`src/design/morse_encoder_decoder_macros.svh`:
```
// ============================================================================
// Assertion macros for the Morse codec
// Shared concurrent assertion forms, clocked on aclk and idle during reset.
// ============================================================================
`ifndef MORSE_ENCODER_DECODER_MACROS_SVH
`define MORSE_ENCODER_DECODER_MACROS_SVH

`ifndef NO_ASSERTIONS
`define MCODEC_ASSERT(lbl, prop, msg) \
    lbl: assert property (@(posedge aclk) disable iff (!aresetn) (prop)) else $error(msg);
`define MCODEC_ASSERT_IMPL(lbl, ante, cons, msg) \
    lbl: assert property (@(posedge aclk) disable iff (!aresetn) (ante) |-> (cons)) \
        else $error(msg);
`else
`define MCODEC_ASSERT(lbl, prop, msg)
`define MCODEC_ASSERT_IMPL(lbl, ante, cons, msg)
`endif

`endif

```
`src/design/mcodec_pkg.sv`:
```
// ============================================================================
// Morse codec package
// Widths, character codes, the job descriptor and the Morse code tables.
// ============================================================================
package mcodec_pkg;

    localparam int MAX_ELEMENTS = 5;
    localparam int ELEM_W       = MAX_ELEMENTS;
    localparam int CNT_W        = $clog2(MAX_ELEMENTS + 2);
    localparam int NUM_SYMBOLS  = 36;

    localparam logic [7:0] CHAR_DOT   = 8'h2e;
    localparam logic [7:0] CHAR_DASH  = 8'h2d;
    localparam logic [7:0] CHAR_SPACE = 8'h20;
    localparam logic [7:0] CHAR_NL    = 8'h0a;
    localparam logic [7:0] CHAR_UP_A  = 8'h41;
    localparam logic [7:0] CHAR_UP_Z  = 8'h5a;
    localparam logic [7:0] CASE_DIFF  = 8'h20;
    localparam logic [7:0] CHAR_NONE  = 8'h00;

    localparam logic [7:0] SYM_CHARS [NUM_SYMBOLS] = '{
        "a", "b", "c", "d", "e", "f", "g", "h", "i", "j", "k", "l", "m",
        "n", "o", "p", "q", "r", "s", "t", "u", "v", "w", "x", "y", "z",
        "1", "2", "3", "4", "5", "6", "7", "8", "9", "0"
    };

    // Elements are right aligned, first element most significant, dash = 1.
    typedef struct packed {
        logic [CNT_W-1:0]  len;
        logic [ELEM_W-1:0] bits;
    } code_t;

    // One unit of output work. Emission order: elements (left aligned),
    // decoded character, space, newline.
    typedef struct packed {
        logic [CNT_W-1:0]  elem_count;
        logic [ELEM_W-1:0] elem_bits;
        logic              has_char;
        logic [7:0]        char_byte;
        logic              has_space;
        logic              has_nl;
    } job_t;

    function automatic code_t mk_code(input int n, input logic [4:0] b);
        code_t r;
        r.len  = CNT_W'(n);
        r.bits = ELEM_W'(b);
        return r;
    endfunction

    function automatic code_t enc_lookup(input logic [7:0] c);
        code_t r;
        r = '0;
        unique case (c)
            "a": r = mk_code(2, 5'b00001);
            "b": r = mk_code(4, 5'b01000);
            "c": r = mk_code(4, 5'b01010);
            "d": r = mk_code(3, 5'b00100);
            "e": r = mk_code(1, 5'b00000);
            "f": r = mk_code(4, 5'b00010);
            "g": r = mk_code(3, 5'b00110);
            "h": r = mk_code(4, 5'b00000);
            "i": r = mk_code(2, 5'b00000);
            "j": r = mk_code(4, 5'b00111);
            "k": r = mk_code(3, 5'b00101);
            "l": r = mk_code(4, 5'b00100);
            "m": r = mk_code(2, 5'b00011);
            "n": r = mk_code(2, 5'b00010);
            "o": r = mk_code(3, 5'b00111);
            "p": r = mk_code(4, 5'b00110);
            "q": r = mk_code(4, 5'b01101);
            "r": r = mk_code(3, 5'b00010);
            "s": r = mk_code(3, 5'b00000);
            "t": r = mk_code(1, 5'b00001);
            "u": r = mk_code(3, 5'b00001);
            "v": r = mk_code(4, 5'b00001);
            "w": r = mk_code(3, 5'b00011);
            "x": r = mk_code(4, 5'b01001);
            "y": r = mk_code(4, 5'b01011);
            "z": r = mk_code(4, 5'b01100);
            "1": r = mk_code(5, 5'b01111);
            "2": r = mk_code(5, 5'b00111);
            "3": r = mk_code(5, 5'b00011);
            "4": r = mk_code(5, 5'b00001);
            "5": r = mk_code(5, 5'b00000);
            "6": r = mk_code(5, 5'b10000);
            "7": r = mk_code(5, 5'b11000);
            "8": r = mk_code(5, 5'b11100);
            "9": r = mk_code(5, 5'b11110);
            "0": r = mk_code(5, 5'b11111);
            default: r = '0;
        endcase
        return r;
    endfunction

    function automatic logic [7:0] dec_lookup(input logic [CNT_W-1:0] len,
                                              input logic [ELEM_W-1:0] bits);
        logic [7:0] r;
        code_t      k;
        r = CHAR_NONE;
        for (int i = 0; i < NUM_SYMBOLS; i++) begin
            k = enc_lookup(SYM_CHARS[i]);
            if (k.len == len && k.bits == bits) begin
                r = SYM_CHARS[i];
            end
        end
        return r;
    endfunction

endpackage

```
`src/design/mcodec_front.sv`:
```
// ============================================================================
// Morse codec front end
// Accepts input bytes, holds the mode and the element buffer, and turns each
// byte that yields output into an output job for the back end.
// ============================================================================
`include "morse_encoder_decoder_macros.svh"

module mcodec_front
    import mcodec_pkg::*;
(
    input  logic       aclk,
    input  logic       aresetn,
    input  logic       cfg_valid,
    output logic       cfg_ready,
    input  logic       cfg_mode,
    input  logic       s_valid,
    output logic       s_ready,
    input  logic [7:0] s_char_in,
    input  logic       q_ready,
    output logic       q_push,
    output job_t       q_job
);

    logic              mode_reg;
    logic [ELEM_W-1:0] elem_bits_reg, elem_bits_next;
    logic [CNT_W-1:0]  elem_cnt_reg, elem_cnt_next;
    logic              accept;
    logic              emits;
    logic [7:0]        c_low;
    code_t             code;

    assign cfg_ready = 1'b1;
    assign s_ready   = q_ready;
    assign accept    = s_valid && s_ready;
    assign q_push    = accept && emits;

    always_comb begin
        c_low = s_char_in;
        if (s_char_in >= CHAR_UP_A && s_char_in <= CHAR_UP_Z) begin
            c_low = s_char_in + CASE_DIFF;
        end
        code           = enc_lookup(c_low);
        q_job          = '0;
        emits          = 1'b0;
        elem_bits_next = elem_bits_reg;
        elem_cnt_next  = elem_cnt_reg;
        if (!mode_reg) begin
            if (c_low == CHAR_DOT || c_low == CHAR_NL) begin
                q_job.has_nl = 1'b1;
                emits        = 1'b1;
            end else if (c_low != CHAR_SPACE) begin
                q_job.elem_count = code.len;
                q_job.elem_bits  = ELEM_W'(code.bits << (CNT_W'(ELEM_W) - code.len));
                q_job.has_space  = 1'b1;
                emits            = 1'b1;
            end
        end else begin
            if (s_char_in == CHAR_DOT || s_char_in == CHAR_DASH) begin
                if (elem_cnt_reg < CNT_W'(MAX_ELEMENTS)) begin
                    elem_bits_next = {elem_bits_reg[ELEM_W-2:0], s_char_in == CHAR_DASH};
                    elem_cnt_next  = elem_cnt_reg + CNT_W'(1);
                end else begin
                    elem_cnt_next = CNT_W'(MAX_ELEMENTS + 1);
                end
            end else begin
                if (elem_cnt_reg != '0) begin
                    q_job.has_char  = 1'b1;
                    q_job.has_space = 1'b1;
                    q_job.char_byte = (elem_cnt_reg > CNT_W'(MAX_ELEMENTS)) ? CHAR_NONE
                                    : dec_lookup(elem_cnt_reg, elem_bits_reg);
                end
                q_job.has_nl   = (s_char_in == CHAR_NL);
                emits          = q_job.has_char || q_job.has_nl;
                elem_bits_next = '0;
                elem_cnt_next  = '0;
            end
        end
    end

    always_ff @(posedge aclk) begin
        if (!aresetn) begin
            mode_reg      <= 1'b0;
            elem_bits_reg <= '0;
            elem_cnt_reg  <= '0;
        end else begin
            if (cfg_valid && cfg_ready) begin
                mode_reg <= cfg_mode;
            end
            if (accept) begin
                elem_bits_reg <= elem_bits_next;
                elem_cnt_reg  <= elem_cnt_next;
            end
        end
    end

    `MCODEC_ASSERT(a_cnt_range, elem_cnt_reg <= CNT_W'(MAX_ELEMENTS + 1), "element count overflow")

endmodule

```
`src/design/mcodec_queue.sv`:
```
// ============================================================================
// Morse codec job queue
// Two-entry queue of jobs between the front end and the back end.
// ============================================================================
`include "morse_encoder_decoder_macros.svh"

module mcodec_queue
    import mcodec_pkg::*;
(
    input  logic aclk,
    input  logic aresetn,
    input  logic push,
    output logic in_ready,
    input  job_t push_job,
    input  logic pop,
    output logic out_valid,
    output job_t out_job
);

    job_t       mem_reg [2];
    logic       wr_ptr_reg;
    logic       rd_ptr_reg;
    logic [1:0] count_reg, count_next;

    assign in_ready  = (count_reg != 2'd2);
    assign out_valid = (count_reg != 2'd0);
    assign out_job   = mem_reg[rd_ptr_reg];

    always_comb begin
        count_next = count_reg;
        if (push && !pop) begin
            count_next = count_reg + 2'd1;
        end else if (pop && !push) begin
            count_next = count_reg - 2'd1;
        end
    end

    always_ff @(posedge aclk) begin
        if (push) begin
            mem_reg[wr_ptr_reg] <= push_job;
        end
    end

    always_ff @(posedge aclk) begin
        if (!aresetn) begin
            wr_ptr_reg <= 1'b0;
            rd_ptr_reg <= 1'b0;
            count_reg  <= 2'd0;
        end else begin
            if (push) begin
                wr_ptr_reg <= ~wr_ptr_reg;
            end
            if (pop) begin
                rd_ptr_reg <= ~rd_ptr_reg;
            end
            count_reg <= count_next;
        end
    end

    `MCODEC_ASSERT(a_q_count, count_reg <= 2'd2, "queue count out of range")
    `MCODEC_ASSERT_IMPL(a_q_push, push, count_reg != 2'd2, "push into full queue")
    `MCODEC_ASSERT_IMPL(a_q_pop, pop, count_reg != 2'd0, "pop from empty queue")

endmodule

```
`src/design/mcodec_back.sv`:
```
// ============================================================================
// Morse codec back end
// Takes jobs from the queue and emits one output byte per cycle into the
// output register while the receiver does not hold m_ready low.
// ============================================================================
`include "morse_encoder_decoder_macros.svh"

module mcodec_back
    import mcodec_pkg::*;
(
    input  logic       aclk,
    input  logic       aresetn,
    input  logic       q_valid,
    input  job_t       q_job,
    output logic       q_pop,
    output logic       m_valid,
    input  logic       m_ready,
    output logic [7:0] m_out_char,
    output logic       m_last
);

    job_t       job_reg, job_next;
    job_t       rest;
    logic       m_valid_reg, m_valid_next;
    logic [7:0] m_out_char_reg;
    logic       m_last_reg;
    logic [7:0] byte_out;
    logic       active;
    logic       last;
    logic       emit;
    logic       load;

    assign active = (job_reg.elem_count != '0) || job_reg.has_char
                 || job_reg.has_space || job_reg.has_nl;
    assign emit   = active && (!m_valid_reg || m_ready);
    assign load   = q_valid && (!active || (emit && last));
    assign q_pop  = load;

    assign m_valid    = m_valid_reg;
    assign m_out_char = m_out_char_reg;
    assign m_last     = m_last_reg;

    always_comb begin
        rest = job_reg;
        if (job_reg.elem_count != '0) begin
            byte_out        = job_reg.elem_bits[ELEM_W-1] ? CHAR_DASH : CHAR_DOT;
            rest.elem_count = job_reg.elem_count - CNT_W'(1);
            rest.elem_bits  = {job_reg.elem_bits[ELEM_W-2:0], 1'b0};
        end else if (job_reg.has_char) begin
            byte_out      = job_reg.char_byte;
            rest.has_char = 1'b0;
        end else if (job_reg.has_space) begin
            byte_out       = CHAR_SPACE;
            rest.has_space = 1'b0;
        end else begin
            byte_out    = CHAR_NL;
            rest.has_nl = 1'b0;
        end
        last = (rest.elem_count == '0) && !rest.has_char && !rest.has_space && !rest.has_nl;

        job_next = job_reg;
        if (load) begin
            job_next = q_job;
        end else if (emit) begin
            job_next = rest;
        end

        m_valid_next = m_valid_reg;
        if (emit) begin
            m_valid_next = 1'b1;
        end else if (m_ready) begin
            m_valid_next = 1'b0;
        end
    end

    always_ff @(posedge aclk) begin
        if (emit) begin
            m_out_char_reg <= byte_out;
            m_last_reg     <= last;
        end
    end

    always_ff @(posedge aclk) begin
        if (!aresetn) begin
            job_reg     <= '0;
            m_valid_reg <= 1'b0;
        end else begin
            job_reg     <= job_next;
            m_valid_reg <= m_valid_next;
        end
    end

    `MCODEC_ASSERT(a_job_len, job_reg.elem_count <= CNT_W'(MAX_ELEMENTS), "job too long")

endmodule

```
`src/design/morse_encoder_decoder.sv`:
```
// ============================================================================
// Morse encoder and decoder
// ASCII to Morse and Morse to ASCII codec with a front end, a job queue and
// an output back end.
// ============================================================================
// Input bytes arrive on the s_ channel (s_valid, s_ready, s_char_in). Output
// bytes leave on the m_ channel (m_valid, m_ready, m_out_char, m_last), and
// m_last marks the final beat caused by one input byte. The mode register is
// written through cfg_valid, cfg_ready and cfg_mode: 0 encodes text to Morse,
// 1 decodes Morse to text. Write it only while the block is idle.
// An input byte produces zero to six output beats. Its job passes through the
// job queue and the back end's job register, and its first beat is then
// registered into the single output register. The back end emits one beat
// per cycle while the receiver does not hold m_ready low. Jobs follow each
// other without a gap, and the front end keeps accepting into a two-entry job
// queue while the back end is busy.
// Reset clears the mode to encode, empties the element buffer, the queue and
// the output register. When the receiver holds m_ready low, the output beat
// stays put, the queue fills, and s_ready falls once the queue is full.
// ============================================================================
`include "morse_encoder_decoder_macros.svh"

module morse_encoder_decoder
    import mcodec_pkg::*;
(
    input  logic       aclk,
    input  logic       aresetn,
    input  logic       cfg_valid,
    output logic       cfg_ready,
    input  logic       cfg_mode,
    input  logic       s_valid,
    output logic       s_ready,
    input  logic [7:0] s_char_in,
    output logic       m_valid,
    input  logic       m_ready,
    output logic [7:0] m_out_char,
    output logic       m_last
);

    logic q_push;
    logic q_in_ready;
    job_t push_job;
    logic q_pop;
    logic q_valid;
    job_t q_job;

    mcodec_front u_front (
        .aclk      (aclk),
        .aresetn   (aresetn),
        .cfg_valid (cfg_valid),
        .cfg_ready (cfg_ready),
        .cfg_mode  (cfg_mode),
        .s_valid   (s_valid),
        .s_ready   (s_ready),
        .s_char_in (s_char_in),
        .q_ready   (q_in_ready),
        .q_push    (q_push),
        .q_job     (push_job)
    );

    mcodec_queue u_queue (
        .aclk      (aclk),
        .aresetn   (aresetn),
        .push      (q_push),
        .in_ready  (q_in_ready),
        .push_job  (push_job),
        .pop       (q_pop),
        .out_valid (q_valid),
        .out_job   (q_job)
    );

    mcodec_back u_back (
        .aclk       (aclk),
        .aresetn    (aresetn),
        .q_valid    (q_valid),
        .q_job      (q_job),
        .q_pop      (q_pop),
        .m_valid    (m_valid),
        .m_ready    (m_ready),
        .m_out_char (m_out_char),
        .m_last     (m_last)
    );

endmodule

```
`config.mk`:
```
export PLATFORM = sky130hd
export DESIGN_NAME = morse_encoder_decoder
export DESIGN_NICKNAME = d
export VERILOG_FILES = /design/src/design/mcodec_pkg.sv /design/src/design/mcodec_front.sv /design/src/design/mcodec_queue.sv /design/src/design/mcodec_back.sv /design/src/design/morse_encoder_decoder.sv
export VERILOG_INCLUDE_DIRS = /design/src /design/src/design
export SDC_FILE = /design/constraint.sdc
export NUM_CORES = 1
export LEC_CHECK = 0
export BUFFER_PORTS_ARGS = -buffer_cell sky130_fd_sc_hd__buf_2
export CORE_MARGIN = 2
export CORE_UTILIZATION = 62
export CTS_CLUSTER_SIZE = 8
export DETAILED_ROUTE_END_ITERATION = 10
export GPL_TIMING_DRIVEN = 0
export PLACE_DENSITY = 0.82
export REMOVE_ABC_BUFFERS = 1
export SETUP_SLACK_MARGIN = 0.02
export SKIP_CTS_REPAIR_TIMING = 1
export SLEW_MARGIN = 40
export SYNTH_ARGS = -nofsm -noshare
export SYNTH_HDL_FRONTEND = slang
export SYNTH_SLANG_ARGS = --single-unit
export TNS_END_PERCENT = 50
```
`constraint.sdc`:
```
create_clock -name aclk -period 3.9 [get_ports aclk]
set_input_delay 0.585 -clock aclk [delete_from_list [all_inputs] [get_ports aclk]]
set_output_delay 0.585 -clock aclk [all_outputs]
set_load 0.005 [all_outputs]
```
==> flow_summary.toml, run 1 <==
[routing]
num_vias = 3969
dr.pass1.iters = 4
viasPerCell = 6.15
wl_per_cell_um = 15.7
drt-total-wl_mm = 10.1
first_iter_violations = 188
antenna_left = 0
drc = 0

[worst_setup_path]
critPathKind = "in -> reg"
crit_path_end_kind = "flip-flop"
cp_cell_sequence = "buf_2 > inv_1 > ha_1 > nor4b_4 > a2111oi_1 > a211oi_1 > a41oi_2 > a311oi_2 > and2b_1"
crit_path_max_incr_delay_ps = 700
worstSetupStartpointType = "input port"
required_ps = 3870
r2r_slack_ps = 600
cp_max_fo = 19
reg2reg_to = "u_queue.count_reg[1]"
worstRegToRegCells = 11
r2r-start = "u_back.job_reg[16]"
crit_arrival_ps = 3460
critPathSlowestCell = "and2b_1"

[floorplanning]
rows = 32
core_area_um2 = 7730
io_pins = 26
die-area_um2 = 8730
die_h_um = 93.5
initial_core_util_pct = 64.2
fp.dieW_um = 93.5

[place]
hpwl_mm = 6.99
io_buffers = 23
gp_congestion = 0.948

[synth]
synthFlopType = "edfxtp_1"
syn_area_um2 = 4960
synth_cells = 541
async_flop_share_pct = 0
yosys.area.top_type = "edfxtp_1"
netlist.area_leader.share_pct = 26.6
yosysWarnings = 0
ys_ff_latch = 77
ys_seq_area_share_pct = 39.9
yosys-top-cells-area = "edfxtp_1 (27%), dfxtp_1 (13%), mux2i_1 (6.1%), nand2_1 (4.8%), ha_1 (3.8%)"
avgSynthCellArea_um2 = 9.17
synth_edf_count = 44
synth.distinct_cells = 83

[clocking]
cts_buffers = 9
cts_tree = "yes"
h-tree-depth = 3
ctsLongestPathBuffers = 2
cts_sinks = 77
clk_pin_slew_worst_paths_ps = 80
root_buffer = "clkbuf_8"
clock_latency_ps = 350

[grt]
antenna_found_initial = 0
grt_pass1_wl_mm = 16.7
grt_pass1_vias = 3523
overflow = 0
grt_use_total_pct = 23.9
grt_max_degree = 35

[timing]
setup-tns-final_ps = 0
finalMaxSlewViolations = 0
report.final.setup_viol = 0
finalClockSkew_ps = 10.1
final_min_period_over_clock_period_pct = 89.5
max-slew-margin-rel_pct = 47.3
rsz0062_at_grt = "false"
period_needed_ps = 3490
max_freq_ghz = 0.287
hold_violations = 0
worstMarginPinSlew_ps = 790

[power]
total_power_uw = 2600
vdd_ir_drop_max_mv = 0.239
powerDensity_nw_per_um2 = 496
p_leak_uw = 0.00195

[job]
cap_violations = 0

[cells_and_area]
n_antenna_cell = 0
layout.nets = 567
nFillCells = 579
syn2layout_area_growth_pct = 5.65
drive_gt1_share_pct = 12.2
largest_reg_flops = 36

[worst_hold_path]
hp-class = "reg -> reg"
whs_path_depth = 2
hold_end = "u_back.job_reg[11]"
hp-start = "u_back.job_reg[11]"

[status]
run_status = "finished, final reports clean"
metal layers:
metal	vias up	part of all wire (%)	track usage, %
met4	0	1.4	8.33
met5	-	0	0
met2	108	46	36.8
met1	1855	48	34.1
li1	1991	-	-
met3	15	4.6	4.27
where the power goes:
group	leakage (uW)	internal, uW	switching, uW
registers	0.000691	1070	105
logic	0.00116	339	475
clock network	0.0000981	299	307
total	0.00195	1710	886
worst max path at each step:
stage / startpoint / to / cells after the start
3_5_place_dp: s_char_in[1] / u_queue.mem_reg[1][7] / 9
5_1_grt: s_char_in[1] / u_queue.mem_reg[0][13] / 9
2_1_floorplan: s_char_in[0] / u_queue.mem_reg[1][0] / 8
4_1_cts: u_back.job_reg[16] / u_queue.count_reg[1] / 11
6_report: s_char_in[1] / u_queue.mem_reg[0][13] / 9
3_3_place_gp: s_char_in[1] / u_queue.mem_reg[1][12] / 9
synth_stat cells, types with 3 or more instances:
cell and count:
a211oi_1 7, a21boi_0 4, a21o_1 3, a21oi_1 28, a22oi_1 7, a31oi_1 6
and2_1 9, and3_1 11, buf_1 3, buf_2 9, clkbuf_1 22, dfxtp_1 33
edfxtp_1 44, ha_1 15, inv_1 18, mux2_2 3, mux2i_1 30, nand2_1 63
nand2b_1 12, nand3_1 22, nor2_1 28, nor2b_1 19, nor3_1 10, nor4_1 8
o2111ai_1 3, o211a_1 6, o211ai_1 4, o21a_1 4, o21ai_0 21, o22ai_1 6
o32ai_1 3, or2_2 3, or3_1 8, or4_1 3, xnor2_1 4, xor2_1 3
worst max-delay path: cells and delay by family:
family                     cells  cell delay [ps]
AOI/OAI and AO/OA              4             1130
and+or+nand+nor                2             1110
buffers and inverters          2              360
adders and majority gates      1              270
cell families after synthesis:
kind of cell / synth area share (%)
AO/OA/AOI/OAI: 19.9
other: 0.151
adder cells (fa/ha/maj): 3.78
buffers and inverters: 4.84
flip-flops: 39.9
XOR/XNOR: 1.24
AND/OR/NAND/NOR: 22.7
multiplexers: 7.41
layout by cell type (no fill, tap or decap), types with 4 or more instances in the layout:
master	count
xnor2_1	4
o211a_1	6
inv_1	18
o22ai_1	6
buf_2	23
a21oi_1	28
o21a_1	4
nand3_1	22
and3_1	11
mux2i_1	30
a211oi_1	7
nand2_1	63
a22oi_1	7
a31oi_1	6
and2_1	8
clkbuf_8	9
nor4_1	8
nor3_1	10
nor2_1	28
or3_1	8
ha_1	15
nand2b_1	12
o211ai_1	4
edfxtp_1	44
o21ai_0	21
nor2b_1	19
a21boi_0	4
dfxtp_1	30
through the flow:
step	utilization, %	instance area, um^2	cells	setup WS, ps	hold WS [ps]
after floorplan	-	4800	504	858	443
after global placement	65.2	5040	629	147	460
after detailed placement	65.3	5040	629	46.4	472
after CTS	67.8	5240	645	381	482
after global routing	67.8	5240	645	219	501
final	67.8	5240	645	410	476
final cells by class:
type	count	area (um^2)	area share, %
clock inverter	7	72.6	1.38
clock buffer	9	124	2.36
timing repair buffer	23	115	2.20
tap	102	128	2.43
sequential	77	1990	37.9
inverter	20	75.1	1.43
multi-input combinational	407	2740	52.3
Power figures use the tool's default switching activity.
==> inputs of run 2 (changes only) <==
- BUFFER_PORTS_ARGS: -buffer_cell sky130_fd_sc_hd__buf_2 -> -buffer_cell sky130_fd_sc_hd__clkbuf_2
==> run 2 against run 1 <==
  * Routed wire length up 0.52%
  * Cell count rose by 0.16%
  * First-iteration DRC count is 26% higher
  * Worst setup slack worse by 62 ps
  * Critical path type is now reg -> reg
  * Combinational power about the same
  * Sequential share of layout area about the same
  * Total power shrank 1.5%
  * Register-to-register slack got worse by 250 ps
  * Utilization about the same
  * Die area stayed put
  * Critical endpoint is now u_queue.count_reg[1]
==> flow_summary.toml, run 2 (synthesis results as in run 1) <==
[timing]
period_needed_ps = 3550
rsz0062_at_grt = "false"
worstMarginPinSlew_ps = 711
setup-tns-final_ps = 0
hold_violations = 0
finalClockSkew_ps = 13.2
finalMaxSlewViolations = 0
report.final.setup_viol = 0
max-slew-margin-rel_pct = 52.5
max_freq_ghz = 0.282
final_min_period_over_clock_period_pct = 91.1

[clocking]
cts_tree = "yes"
clock_latency_ps = 350
clk_pin_slew_worst_paths_ps = 90
cts_sinks = 77
root_buffer = "clkbuf_8"
cts_buffers = 9
ctsLongestPathBuffers = 2
h-tree-depth = 3

[routing]
wl_per_cell_um = 15.7
first_iter_violations = 237
antenna_left = 0
drc = 0
drt-total-wl_mm = 10.2
viasPerCell = 6.19
num_vias = 4001
dr.pass1.iters = 5

[cells_and_area]
final_cell_mix = "nand2_1 (63), edfxtp_1 (44), mux2i_1 (30), dfxtp_1 (30)"
multiInputGateArea_um2 = 2740
layout_commonest_cell = "nand2_1"
seq_area_um2 = 1990
largest_reg_flops = 36
layout.nets = 568
fin_cells = 646
drive_gt1_share_pct = 12.3
syn2layout_area_growth_pct = 5.70
nFillCells = 617
n_antenna_cell = 0
fin_util_pct = 67.9

[worst_setup_path]
critPathKind = "reg -> reg"
crit_path_end_kind = "flip-flop"
cp_top_family = "simple AND/OR/NAND/NOR gates"
path_common_cell = "ha_1"
crit_arrival_ps = 3830
required_ps = 4180
cp.buffers_inverters = 2
worstSetupStartpointType = "flip-flop"
crit_path_max_incr_delay_ps = 590
cp_cell_sequence = "inv_1 > ha_1 > nor2b_1 > or4_1 > a22oi_1 > and2_1 > o22a_1 > inv_2 > ha_1 > or3_1 > a21boi_0"
cp_max_fo = 22
critPathSlowestCell = "o22a_1"

[place]
io_buffers = 23
dp_cells = 629
hpwl_mm = 7.15
gp_congestion = 0.890

[grt]
antenna_found_initial = 0
grt_pass1_wl_mm = 17.0
grt_use_total_pct = 24.3
overflow = 0
grt_pass1_vias = 3625
grt_max_degree = 35

[status]
run_status = "finished, final reports clean"

[floorplanning]
initial_core_util_pct = 64.2
die_h_um = 93.5
fp.dieW_um = 93.5
rows = 32
die-area_um2 = 8730
io_pins = 26
core_area_um2 = 7730

[power]
powerDensity_nw_per_um2 = 488
vdd_ir_drop_max_mv = 0.232
p_leak_uw = 0.00196

[worst_hold_path]
hp-class = "reg -> reg"

[job]
cap_violations = 0
run 2: layer usage:
metal | track usage [%] | wire length, um | vias up
li1 | - | - | 1996
met1 | 33.1 | 4700 | 1886
met2 | 39.6 | 4880 | 108
met3 | 4.35 | 475 | 11
met4 | 7.23 | 102 | 0
met5 | 0 | 0 | -
run 2: worst min-delay path: cells and delay by family, from the launching register on:
family | cells | cell delay, ps
AOI/OAI and AO/OA | 1 | 50
DFF | 1 | 330
and+or+nand+nor | 1 | 60
run 2: final timing paths:
check                startpoint                   end  slack (ps)  cells past startpoint
max reg2reg  u_back.job_reg[17]  u_queue.count_reg[1]         350                     11
min reg2reg  u_back.job_reg[11]    u_back.job_reg[11]         470                      2
max          u_back.job_reg[17]  u_queue.count_reg[1]         350                     11
min          u_back.job_reg[11]    u_back.job_reg[11]         470                      2
run 2: stage by stage:
stage | cell area, um^2 | hold WS [ps] | total power [uW] | worst slack (ps)
3_5_place_dp | 5040 | 459 | 2010 | 45.5
6_report | 5240 | 474 | 2560 | 349
4_1_cts | 5230 | 473 | 2570 | 338
2_1_floorplan | 4800 | 443 | 1770 | 858
5_1_grt | 5240 | 503 | 2730 | 49.0
3_3_place_gp | 5040 | 460 | 1960 | 105
run 2: where the power goes:
part,internal (uW),leakage [uW],switching (uW)
Sequential,1070,0.000691,106
Clock,244,0.0000939,322
Combinational,340,0.00117,474
run 2: final cells by class:
| class | count | share of cell area (%) |
|---|---|---|
| tap | 102 | 2.43 |
| multi-input combinational | 407 | 52.3 |
| clock buffer | 9 | 2.36 |
| inverter | 20 | 1.43 |
| sequential | 77 | 37.9 |
| clock inverter | 7 | 1.24 |
| timing repair buffer | 24 | 2.41 |
==> inputs of run 3 (changes only) <==
- ABC_AREA: unset -> 1
- CORE_UTILIZATION: 62 -> 61
- PLACE_DENSITY: 0.82 -> 0.81
==> run 3 against run 2 <==
  * Synthesized cell count up 15%
  * Combinational power up 1%
  * Hold slack worse by 16 ps
  * Via count up 3.3%
  * Sequential share of layout area up 1.9 points
  * Fmax up 5.5%
  * Register-to-register slack better by 190 ps
==> flow_summary.toml, run 3 <==
[worst_setup_path]
critPathKind = "reg -> reg"
required_ps = 4130
crit_arrival_ps = 3600
cp-startpoint = "u_back.job_reg[16]"
worstSetupStartpointType = "flip-flop"
cp_max_fo = 18
r2r-start = "u_back.job_reg[16]"
crit_path_end_kind = "flip-flop"

[timing]
worst_slack_ps = 535
period_needed_ps = 3360
worstMarginPinSlew_ps = 705
max-slew-margin-rel_pct = 52.7
final_min_period_over_clock_period_pct = 86.3
max_freq_ghz = 0.297
finalMaxSlewViolations = 0
rsz0062_at_grt = "false"
hold_violations = 0
finalClockSkew_ps = 17.5
report.final.setup_viol = 0
setup-tns-final_ps = 0
worst_hold_slack_ps = 459

[synth]
yosysWarnings = 0
synth.distinct_cells = 48
ys_top_cells_by_count = "nand2_1 (133), nor2_1 (83), inv_1 (81)"
yosys.area.top_type = "edfxtp_1"
async_flop_share_pct = 0
synth_edf_count = 44
ys_ff_latch = 77
ys_seq_area_share_pct = 43.1
yosysMostFrequentCell = "nand2_1"
netlist.area_leader.share_pct = 28.7
synth_cells = 620
syn_area_um2 = 4600
avgSynthCellArea_um2 = 7.42
yosys-top-cells-area = "edfxtp_1 (29%), dfxtp_1 (14%), nand2_1 (11%), nor2_1 (6.8%), inv_1 (6.6%)"
synthFlopType = "edfxtp_1"

[floorplanning]
core_area_um2 = 7290
rows = 31
die-area_um2 = 8250
initial_core_util_pct = 63.1
fp.dieW_um = 90.8
io_pins = 26
die_h_um = 90.8

[clocking]
cts_sinks = 77
clock_latency_ps = 350
cts_buffers = 9
cts_tree = "yes"
h-tree-depth = 3
clk_pin_slew_worst_paths_ps = 90
ctsLongestPathBuffers = 2
root_buffer = "clkbuf_8"

[grt]
antenna_found_initial = 0
overflow = 0
grt_pass1_wl_mm = 16.8
grt_use_total_pct = 24.6
grt_pass1_vias = 3810
grt_max_degree = 26

[cells_and_area]
drive_gt1_share_pct = 10.6
largest_reg_flops = 36
nFillCells = 629
layout.nets = 668
layout_commonest_cell = "nand2_1"
n_antenna_cell = 0
final_cell_mix = "nand2_1 (133), inv_1 (81), nor2_1 (81)"
seq_area_um2 = 1980
syn2layout_area_growth_pct = 8.38
multiInputGateArea_um2 = 2220

[routing]
wl_per_cell_um = 13.0
first_iter_violations = 247
drc = 0
dr.pass1.iters = 5
antenna_left = 0
num_vias = 4135
drt-total-wl_mm = 9.68
viasPerCell = 5.57

[place]
io_buffers = 23
detailedPlace.worstSlack_ps = 278
gp_congestion = 0.958
hpwl_mm = 7.27

[job]
cap_violations = 0

[power]
vdd_ir_drop_max_mv = 0.264
p_leak_uw = 0.00205
powerDensity_nw_per_um2 = 524

[worst_hold_path]
hp-start = "u_queue.rd_ptr_reg"
hp-class = "reg -> reg"

[status]
run_status = "finished, final reports clean"
==> run 3: changes by cell type after synthesis, moves of 12 or more <==
cell,change
clkbuf_1,-13
inv_1,+63
mux2i_1,-30
nand2_1,+70
nand2b_1,-12
nor2_1,+55
nor2b_1,-19
o21ai_0,+35
==> run 3: logic make-up after synthesis <==
group	synth area share, %
buf+inv	9.06
other cells	0.163
simple gates	26.2
fa+ha+maj	4.08
compound gates	17.0
xor+xnor	0.381
flops	43.1
==> run 3: final cells by class <==
class	instances	share of cell area, %
sequential	77	39.7
multi-input combinational	435	44.5
clock inverter	6	1.43
timing repair buffer	23	2.31
inverter	93	7.00
tap	99	2.48
clock buffer	10	2.56
==> run 3: path summary, 6_finish.rpt <==
kind                                              to  slack [ps]  depth (start not counted)
worst max-delay path            u_queue.count_reg[1]         540                         13
worst min-delay path                       flip-flop         460                          1
worst max register to register  u_queue.count_reg[1]         540                         13
worst min register to register             flip-flop         460                          1
==> run 3: worst max-delay path: stages, from the launching register on <==
cell and delay [ps]:
dfxtp_1 350, inv_1 90, ha_1 150, nand2_1 350, nor3_1 530, nand2_1 130
nand2_1 190, o21ai_0 120, o21ai_1 390, ha_1 380, a21oi_1 110, o21ai_0 140
o21ai_0 250, a21oi_1 60
==> run 3: metrics by stage <==
step	cell area, um^2	util [%]	total power, uW	instances
2_1_floorplan	4530	-	1760	605
3_3_place_gp	4770	65.4	1980	727
3_5_place_dp	4790	65.6	2020	727
4_1_cts	4990	68.4	2610	743
5_1_grt	4990	68.4	2790	743
6_report	4990	68.4	2610	743
==> run 3: metal layers <==
| layer | vias to the layer above | wire (um) | track usage, % |
|---|---|---|---|
| li1 | 2121 | - | - |
| met1 | 1883 | 4430 | 32.7 |
| met2 | 115 | 4600 | 41.7 |
| met3 | 16 | 512 | 3.84 |
| met4 | 0 | 144 | 6.94 |
| met5 | - | 0 | 0 |
==> run 3: power by group <==
part,internal [uW],total (uW),switching [uW]
Combinational,261,826,565
Clock,300,600,300
Sequential,1080,1190,107
Total,1640,2610,972
